## config.mk

```make
export PLATFORM = sky130hd
export DESIGN_NAME = tms_midpoint
export DESIGN_NICKNAME = d
export VERILOG_FILES = /design/src/tms_pkg.sv /design/src/tms_midpoint.sv
export SDC_FILE = /design/constraint.sdc
export NUM_CORES = 1
export LEC_CHECK = 0
export ABC_AREA = 1
export BUFFER_PORTS_ARGS = -buffer_cell sky130_fd_sc_hd__buf_2
export CORE_AREA = 2 2 300 302
export DETAILED_ROUTE_END_ITERATION = 10
export DIE_AREA = 0 0 302 304
export MAX_ROUTING_LAYER = met4
export SKIP_LAST_GASP = 1
export SLEW_MARGIN = 20
export SYNTH_ARGS = -nofsm -noshare
export SYNTH_HDL_FRONTEND = slang
export SYNTH_SLANG_ARGS = --single-unit
```

## constraint.sdc

```tcl
create_clock -name vclk -period 2.15
set_clock_uncertainty 0.1 [all_clocks]
set_input_delay 0.215 -clock vclk [all_inputs]
set_output_delay 0.215 -clock vclk [all_outputs]
set_load 0.01 [all_outputs]
```

## src/tms_pkg.sv

```systemverilog
`timescale 1ns / 1ps
// Shared types and constants for the triangle midpoint subdivider.
// No dependencies.
package tms_pkg;

   localparam int unsigned MAX_VERTICES_DEF = 4096;
   localparam int unsigned EDGE_SLOTS_DEF   = 8192;

   localparam logic [1:0] CMD_START = 2'd0;
   localparam logic [1:0] CMD_LOAD  = 2'd1;
   localparam logic [1:0] CMD_TRI   = 2'd2;

   localparam logic [2:0] KIND_POS  = 3'd0;
   localparam logic [2:0] KIND_NORM = 3'd1;
   localparam logic [2:0] KIND_TEX  = 3'd2;
   localparam logic [2:0] KIND_TRI  = 3'd3;
   localparam logic [2:0] KIND_ERR  = 3'd4;

   localparam logic CSR_HAS_NORMALS   = 1'b0;
   localparam logic CSR_HAS_TEXCOORDS = 1'b1;

   // One vertex record, all components signed Q16.16
   typedef struct packed {
      logic signed [31:0] pos_x;
      logic signed [31:0] pos_y;
      logic signed [31:0] pos_z;
      logic signed [31:0] norm_x;
      logic signed [31:0] norm_y;
      logic signed [31:0] norm_z;
      logic signed [31:0] tex_u;
      logic signed [31:0] tex_v;
   } vtx_type;

endpackage

```

## src/tms_midpoint.sv

```systemverilog
`timescale 1ns / 1ps
// Midpoint of two vertex records: per component halved 33-bit sum.
// Depends on tms_pkg.
module tms_midpoint
   import tms_pkg::*;
(
   input  vtx_type v0,
   input  vtx_type v1,
   output vtx_type mid
);

   function automatic logic signed [31:0] half_sum(input logic signed [31:0] a,
                                                   input logic signed [31:0] b);
      logic [32:0] s;
      s = {a[31], a} + {b[31], b};
      return $signed(s[32:1]);
   endfunction

   always_comb begin
      mid.pos_x  = half_sum(v0.pos_x,  v1.pos_x);
      mid.pos_y  = half_sum(v0.pos_y,  v1.pos_y);
      mid.pos_z  = half_sum(v0.pos_z,  v1.pos_z);
      mid.norm_x = half_sum(v0.norm_x, v1.norm_x);
      mid.norm_y = half_sum(v0.norm_y, v1.norm_y);
      mid.norm_z = half_sum(v0.norm_z, v1.norm_z);
      mid.tex_u  = half_sum(v0.tex_u,  v1.tex_u);
      mid.tex_v  = half_sum(v0.tex_v,  v1.tex_v);
   end

endmodule

```

==> Yosys cells after proc, flatten, opt, wreduce, memory -nomap -nowiden <==
Cells that the tools add are included.
{ "totals": {"regBits": 0, "inputBits": 512, "out_inout_bits": 256, "word_cells": 8} }
{ "op_classes": {"add_sub_neg": 8} }
{ "op_table": {"columns": ["cell", "count"], "rows": [
  ["adder 32 x 32 -> 33 bit", 8]
]} }

==> Logic depth before layout (Yosys ltp) <==
Gate-level depths: netlist (run 1).
{ "logic_depth": {"ltp_word": 1, "mapped_depth": 13, "ltp_nobuf": 13} }

==> Worst setup path before layout (run 1) <==
Ideal clock, no wire load.
{ "synth_timing": {"path_type": "input to output", "startpoint": "in v0[224] (netlist bit)", "endpoint": "out mid[255] (netlist bit)", "arrival_time_ns": 1.424, "required_ns": 1.835, "slack_ns": 0.411, "path_stages": 13, "path_buffers": 0, "cell_sequence": "nand2_1 inv_1 fa_1 nand2_1 nand3_1 nand3_1 nand2_1 nand2_1 nand2_1 nand2_1 nand2_1 nand2_1 nand2_1"} }
{ "synth_lines": {"columns": ["element", "line_no", "rtl"], "rows": [
  ["from (decl)", "tms_midpoint.sv:7", "input vtx_type v0,"],
  ["to (decl)", "tms_midpoint.sv:9", "output vtx_type mid"]
]} }

==> results summary, run 1 <==
The per-instance average area after synthesis is 4.69 um2. The most frequent cell after synthesis is nand2_1. Counting the clock-network buffers in the layout gives 0. The y dimension of the die is 304 um.

The number of distinct library cell variants in the gate-level netlist after synthesis is 22. The number of antenna violations at the first check in global routing is 13. The share of total power in sequential cells is 0%. The starting utilization of the core area came out at 21.8%. The average routed wire per standard cell came out at 13.9 um.

The first global-routing pass estimated 130 mm of wire. The share of power burned in the clock network is 0%. The power dissipated by switching net loads came out at 0.00554 W. The cell count after synthesis came out at 4144. STA classifies the critical path endpoint as a primary output.

The type of the setup path with the least slack is in2out. The post-layout worst setup margin is 48.2 ps. The final count of pins violating max slew came out at 0. In this run the worst path has a maximum fanout of 4. The placer's final routability congestion estimate is 0.968.

The pin count of the biggest net entering global routing is 7. The post-synth net total is 4912. The achievable clock frequency is around 480 MHz. The area growth from synthesis to layout came out at 48.2%. The final routed wirelength across all metal layers came out at 87.9 mm.

Measured along the x axis, the die boundary spans just over 300 um. The DRC violation total after the first TritonRoute iteration is 1398. The portion of synthesized cell area occupied by the leading cell type came out at 36.7%. Ranked by instance count, the synthesized netlist is headed by nand2_1, inv_1, nor2_1. The run finished with clean final reports.

The total half-perimeter wirelength after legalization and detailed placement is 79.5 mm. The worst slack at placement came out at -317 ps. Of the total power, the share spent switching nets is about 60%. The required arrival time at the worst endpoint came out at 1840 ps. Sorting the synthesized cells by area gives the leading types as nand2_1, inv_1, ha_1, nor2_1, xor2_1.

The cell depth of the worst min-delay path is 3. The hold buffer count at CTS is 0. The number of remaining DRC errors is 0. The cell area after synthesis came out at 19500 um2. The layout cell share with drive strength beyond 1 came out at between 30% and 40%. The total overflow reported by the global router came out at 0.

The first TritonRoute pass finished after 5 iterations. The post-layout minimum cycle time came out at 2100 ps. The number of filler cells placed in the layout is between 10000 and 15000. The total negative slack is 0 ps.

The sequential cell count of the final layout came out at 0. The total number of yosys warnings is 0. The via count of the first global-routing pass is 24900. The post-route clock period utilization is 97.8%.

The power share of the combinational group came out at 100.0%. The I/O pin total is 768. The internal power component is approximately 0.0037 W. The biggest area consumer among synthesized cells is nand2_1.

The sequential-to-total area share from yosys stat is 0%. The critical path launch point type is an input port. The sequential cell area in the final layout came out at 0 um2. For this design the ratio of total power to cell area is 321 nW/um2. At the worst endpoint, the arrival time is between 1500 and 2000 ps. The critical path starts at v0[44]. The terminating pin of the worst hold path is mid[192]. The die covers 91800 um2. The count of endpoints failing hold in the final timing report is 0. The final layout contains 5887 nets. During placement, the flow inserted port buffers numbering about 770. The hold path startpoint is v1[193].

The number of max-capacitance violations reported came out at 0. VDD sags by at most roughly 220 uV. The total vias in the final route came out at 26700. The slew of the pin with the lowest slew margin came out at between 200 and 300 ps.

The row count came out at 110. The tightest min-delay check is of the in2out type. The worst relative slew slack came out at 80.9%. The number of nets with antenna violations after detailed routing is 0.

Global routing consumed, over all layers together, a little under a fifth of the routing resources. The placeable core region is 89000 um2. Setup repair after global routing could not meet its margin everywhere. Setup violations remaining at the end of the flow were counted as 0. The leakage power came out at 18.7 nW. The detail-routed via count per cell came out at 4.24.
==> power by group through the flow <==
stage / sequential [W] / combinational, W / clock [W]
2_1_floorplan: 0 / 0.00469 / 0
3_3_place_gp: 0 / 0.00835 / 0
3_5_place_dp: 0 / 0.00833 / 0
4_1_cts: 0 / 0.00856 / 0
5_1_grt: 0 / 0.0102 / 0.000000000500
6_report: 0 / 0.00926 / 0.000000000564
==> how the worst max path moves through the flow <==
stage          slack (ps)       end  depth (start not counted)
2_1_floorplan         410  mid[255]                         13
3_3_place_gp         -300   mid[77]                         12
3_5_place_dp         -320   mid[77]                         12
4_1_cts               -30   mid[73]                         12
5_1_grt               -70  mid[239]                         11
6_report               50   mid[59]                         12
==> repair_timing <==
action | in CTS | in global routing
buffers inserted | 0 | 12
gates resized for setup | 107 | 474
pin swaps | 8 | 67
setup endpoints to repair | 66 | 163
==> cell usage in the layout, fill, tap and decap left out, types with 71 or more instances in the layout <==
cell / netlist / final
a21oi_1: 152 / 92
buf_2: 0 / 746
buf_4: 0 / 208
ha_1: 248 / 135
ha_4: 0 / 71
inv_1: 977 / 973
nand2_1: 1903 / 1743
nand2_2: 106 / 231
nand3_1: 167 / 136
nor2_1: 352 / 279
xor2_1: 128 / 118
==> critical path, stage by stage <==
cell	delay (ps)
buf_2	100
ha_1	380
nand2_2	130
nor2_1	200
buf_4	160
nand2_1	60
nor2_1	120
nand2_2	70
nand2_1	50
nand2_1	50
nand2_1	110
buf_2	150
==> metal layers <==
metal  vias up  wire, um  share of wire (%)  GRT usage, %
li1      14200         -                  -             -
met1     11700     40600                 46          23.8
met2       762     41000                 47          31.1
met3        76      4680                5.3          1.37
met4         0      1660                1.9          2.58
met5         -         0                  0             -
==> layout make-up <==
| cell class | count | area (um2) | area share (%) |
|---|---|---|---|
| multi-input cells | 3160 | 18100 | 62.9 |
| repair buffers | 973 | 5520 | 19.1 |
| inverters | 984 | 3690 | 12.8 |
| well taps | 1176 | 1470 | 5.10 |
| diodes | 9 | 22.5 | 0.0781 |
==> cell families (layout without fill, tap and decap cells) <==
group                    after synthesis  count (layout)  share of synthesized area (%)
AO/OA/AOI/OAI                        168             168                           4.43
AND/OR/NAND/NOR                     2600            2600                           53.7
other                                  0               9                              0
adder cells (fa/ha/maj)              256             256                           16.8
buffers and inverters                984            1957                           19.0
XOR/XNOR                             136             136                           6.12
==> through the flow <==
| step | utilization (%) | hold WS, ps | instance area (um2) | cells | power [W] |
|---|---|---|---|---|---|
| floorplan | - | 518 | 19500 | 4144 | 0.00469 |
| global placement | 29.5 | 705 | 26200 | 6282 | 0.00835 |
| detailed placement | 29.5 | 710 | 26200 | 6282 | 0.00833 |
| CTS | 30.0 | 712 | 26700 | 6282 | 0.00856 |
| global route | 32.4 | 735 | 28800 | 6301 | 0.0102 |
| finish | 32.4 | 709 | 28800 | 6302 | 0.00926 |
No activity file was read; power rests on OpenSTA's default activity.
==> inputs of run 2 (changes only) <==
--- a/config.mk
+++ b/config.mk
@@ -5,14 +5,14 @@
 export SDC_FILE = /design/constraint.sdc
 export NUM_CORES = 1
 export LEC_CHECK = 0
-export ABC_AREA = 1
 export BUFFER_PORTS_ARGS = -buffer_cell sky130_fd_sc_hd__buf_2
-export CORE_AREA = 2 2 300 302
+export CORE_AREA = 2 2 299 301
 export DETAILED_ROUTE_END_ITERATION = 10
-export DIE_AREA = 0 0 302 304
+export DIE_AREA = 0 0 301 303
 export MAX_ROUTING_LAYER = met4
 export SKIP_LAST_GASP = 1
 export SLEW_MARGIN = 20
 export SYNTH_ARGS = -nofsm -noshare
 export SYNTH_HDL_FRONTEND = slang
 export SYNTH_SLANG_ARGS = --single-unit
+export TNS_END_PERCENT = 20
==> run 2 against run 1 <==
Via count is 32% lower. Wire length decreased by 21%. Non-clock buffer count is 452 higher. Sequential cell count is the same. Highest routed layer unchanged. Worst hold slack improved by 5.6 ps. Sequential share of layout area did not move. The flow now finishes with violations (negative setup slack). Largest power group unchanged. Global-route usage fell by 4.0 points. Critical path type unchanged.
==> results summary, run 2 <==
The first global-routing pass estimated 99.2 mm of wire. The final standard cell utilization of the core is 27.6%. The first routing iteration left 718 violations. The number of antenna violations at the first check in global routing came out at 31. The post-layout worst setup margin came out at -906 ps. The share of the synthesized area in compound gates (AO/OA/AOI/OAI) came out at a little over a third. The first element of the critical path is v1[97].

The y dimension of the die is 303 um. The hold buffer count at CTS is 0. The detailed-routing wirelength on met1 is 30.0 mm.

The checks that failed: negative setup slack. The total power is 0.00895 W. Once placement finished, the instance area stood at 22600 um2. The sequential-to-total area share from yosys stat is 0%. From synthesis to final layout, the design area changed by 102%. The final count of pins violating max slew is 0.

The library cells used most frequently in the layout, excluding fill and tap cells, are buf_2, buf_4, ha_1. The total of buffers placed on input and output ports came out at 768. The count of endpoints failing hold in the final timing report is 0. The post-route clock period utilization is 142%. The number of remaining DRC errors came out at 0.

The worst relative slew slack is between 40% and 50%. The critical path is of the in2out type. Once the floorplan was initialized, standard cells occupied 13.7% of the core. In this run the worst setup path terminates at mid[126]. The share of cell area taken by muxes after synthesis came out at 0.166%. The final design instance area without fill is 24300 um2. The arrival time reported for the critical path endpoint came out at 2740 ps. The leakage power is 12.4 nW.

The post-synth net total is between 2000 and 2500. After Yosys synthesis, XOR and XNOR cells account for 16.8% of the synthesized area. The worst setup path is launched from an input port. Once detail routing completed, the nets flagged for antenna violations numbered 0. For the pin with the worst max-slew slack, the measured transition is between 700 and 800 ps. After synthesis, the most frequently instantiated cells are ha_1, a21oi_1, xnor2_1. The per-instance average area after synthesis is 7.19 um2. The top layer used by detailed routing is met4. The total number of nets in the final design came out at 3844. The worst setup path is captured at a primary output. Leaving out fill and tap cells, the most frequent cell in the layout is buf_2. The count of clock buffers in the final design came out at 0. Wire segments on met2 add up to roughly 33 mm in the final route. The power per unit of standard cell area is around 370 nW/um2. The number of filler cells placed in the layout came out at just under 10000. The placed instance count is 4189.

Of all nets on the critical path, the largest fanout is 3. The cell area after synthesis came out at between 10000 and 15000 um2. The sequential cell area in the final layout is 0 um2. The share of power burned in the clock network is 0%.

For this run, the top clock speed supported by timing is between 300 and 400 MHz. Synthesis instantiated 67 different standard cells from the library. In the final layout, the multi-input gates occupy 13500 um2. Summed over all nets, the switching power comes to between 0.004 and 0.005 W.

The post-layout minimum cycle time is 3060 ps. The pin count of the biggest net entering global routing came out at 10. For the worst setup path, the data required time is 1840 ps. Summed over all failing endpoints, the final setup total negative slack is -99800 ps. The via count of the first global-routing pass is ~18000. The number of max-capacitance violations reported came out at 0. The switching part of the total power is 50.2%. The detail-routed via count per cell is 4.29.

Cell internal power was estimated by the tool at 0.00445 W. Summed over all nets, the half-perimeter wirelength after detailed placement is about 63 mm. The power share of the combinational group came out at 100.0%.

The placeable core region came out at between 80000 and 90000 um2. Setup violations remaining at the end of the flow were counted as 200. The biggest area consumer among synthesized cells is ha_1. Setup repair after global routing could not meet its margin everywhere. The width of the chip is 301 um. The routed length on met3 came out at between 4 and 5 mm. The total overflow reported by the global router came out at 0. The average routed wire per standard cell is around 16 um. The row count is 109.

The worst hold path belongs to the class in2out. The largest vdd supply drop is 186 uV. The run finished, with violations left. The I/O pin total came out at 768. The final instance count without filler cells came out at between 4000 and 5000. The Yosys step of the flow raised 0 warnings. The dominant combinational cell family by area after synthesis is compound AO/OA/AOI/OAI gates. The number of iterations in the first detailed-routing pass came out at 5.

The final routed wirelength across all metal layers came out at between 60 and 70 mm. The floorplan step defined a die boundary enclosing 91200 um2. The global routing usage summed across all routing layers is between 10% and 20%. Summing the areas of all fa, ha and maj instances in the mapped netlist gives 27.1% of the synthesized area. The portion of synthesized cell area occupied by the leading cell type is 25.8%. The simple-gate share of the synthesized area is a little under a fifth. In the synthesized netlist, the number of instances is roughly 1700. The layout cell share with drive strength beyond 1 came out at 54.3%. The share of total power in sequential cells came out at 0%.

The placer's final routability congestion estimate came out at 0.995. For this block, the via count after detailed routing is 18300. By area the synthesized netlist is led by ha_1, xnor2_1, a21oi_1, a21o_1, xor2_1. The sequential cell count of the final layout is 0. The most frequent cell after synthesis is ha_1.
==> run 2: cell count changes after synthesis, sizes merged, moves of 21 or more <==
cell | before | now
nor2 | 360 | 99
a31oi | 0 | 39
a21oi | 152 | 211
clkbuf | 0 | 26
nand3 | 168 | 53
xnor2 | 8 | 146
a21o | 0 | 124
nand2b | 0 | 21
nand2 | 2016 | 132
o21ai | 8 | 106
inv | 983 | 53
xor2 | 128 | 85
nor2b | 0 | 27
==> run 2: worst min-delay path by stage <==
stage / slack (ps) / startpoint / depth (start not counted) / end
final: 710 / v1[33] / 3 / mid[32]
after detailed placement: 720 / v1[129] / 3 / mid[128]
after global placement: 730 / v1[129] / 3 / mid[128]
after CTS: 720 / v1[33] / 3 / mid[32]
after floorplan: 520 / v1[129] / 1 / mid[128]
after global routing: 730 / v1[33] / 3 / mid[32]
==> run 2: final cells by class <==
type | instances | share of cell area [%]
timing repair buffer | 1425 | 37.4
antenna | 23 | 0.237
multi-input combinational | 1596 | 55.5
tap | 1165 | 6.00
inverter | 53 | 0.819
==> run 2: cell families after synthesis <==
kind of cell | after synthesis
xor+xnor | 231
buf+inv | 79
fa+ha+maj | 256
simple gates | 455
compound gates | 652
mux | 2
==> run 2: timing repair <==
action / in CTS / in global routing
pin swaps: 120 / 85
endpoints found under the setup margin: 200 / 209
setup buffers: 29 / 27
resized for setup: 153 / 87
==> run 2: power groups by stage <==
stage	clock network (W)	logic (W)	registers, W
finish	0.00000000141	0.00895	0
global route	0.00000000141	0.00965	0
CTS	0	0.00868	0
detailed placement	0	0.00825	0
global placement	0	0.00824	0
floorplan	0	0.00404	0
==> run 2: critical path, stage by stage <==
cell      delay [ps]
buf_8            100
ha_4             230
a31o_4           240
a21o_1           200
a221oi_4         260
o31ai_2          100
a221o_1          390
a211oi_4         300
o211ai_4         140
a221oi_2         280
xnor2_1          150
buf_2            150
==> run 2: through the flow <==
| step | hold slack (ps) | setup WS (ps) |
|---|---|---|
| 6_report | 715 | -906 |
| 5_1_grt | 726 | -1050 |
| 4_1_cts | 720 | -1030 |
| 3_5_place_dp | 717 | -1680 |
| 3_3_place_gp | 732 | -1650 |
| 2_1_floorplan | 518 | -631 |
==> run 2: metal layers <==
| metal | vias up | track usage (%) |
|---|---|---|
| met5 | - | - |
| met4 | 0 | 2.64 |
| met1 | 8407 | 17.2 |
| li1 | 9160 | - |
| met3 | 67 | 2.46 |
| met2 | 635 | 24.8 |
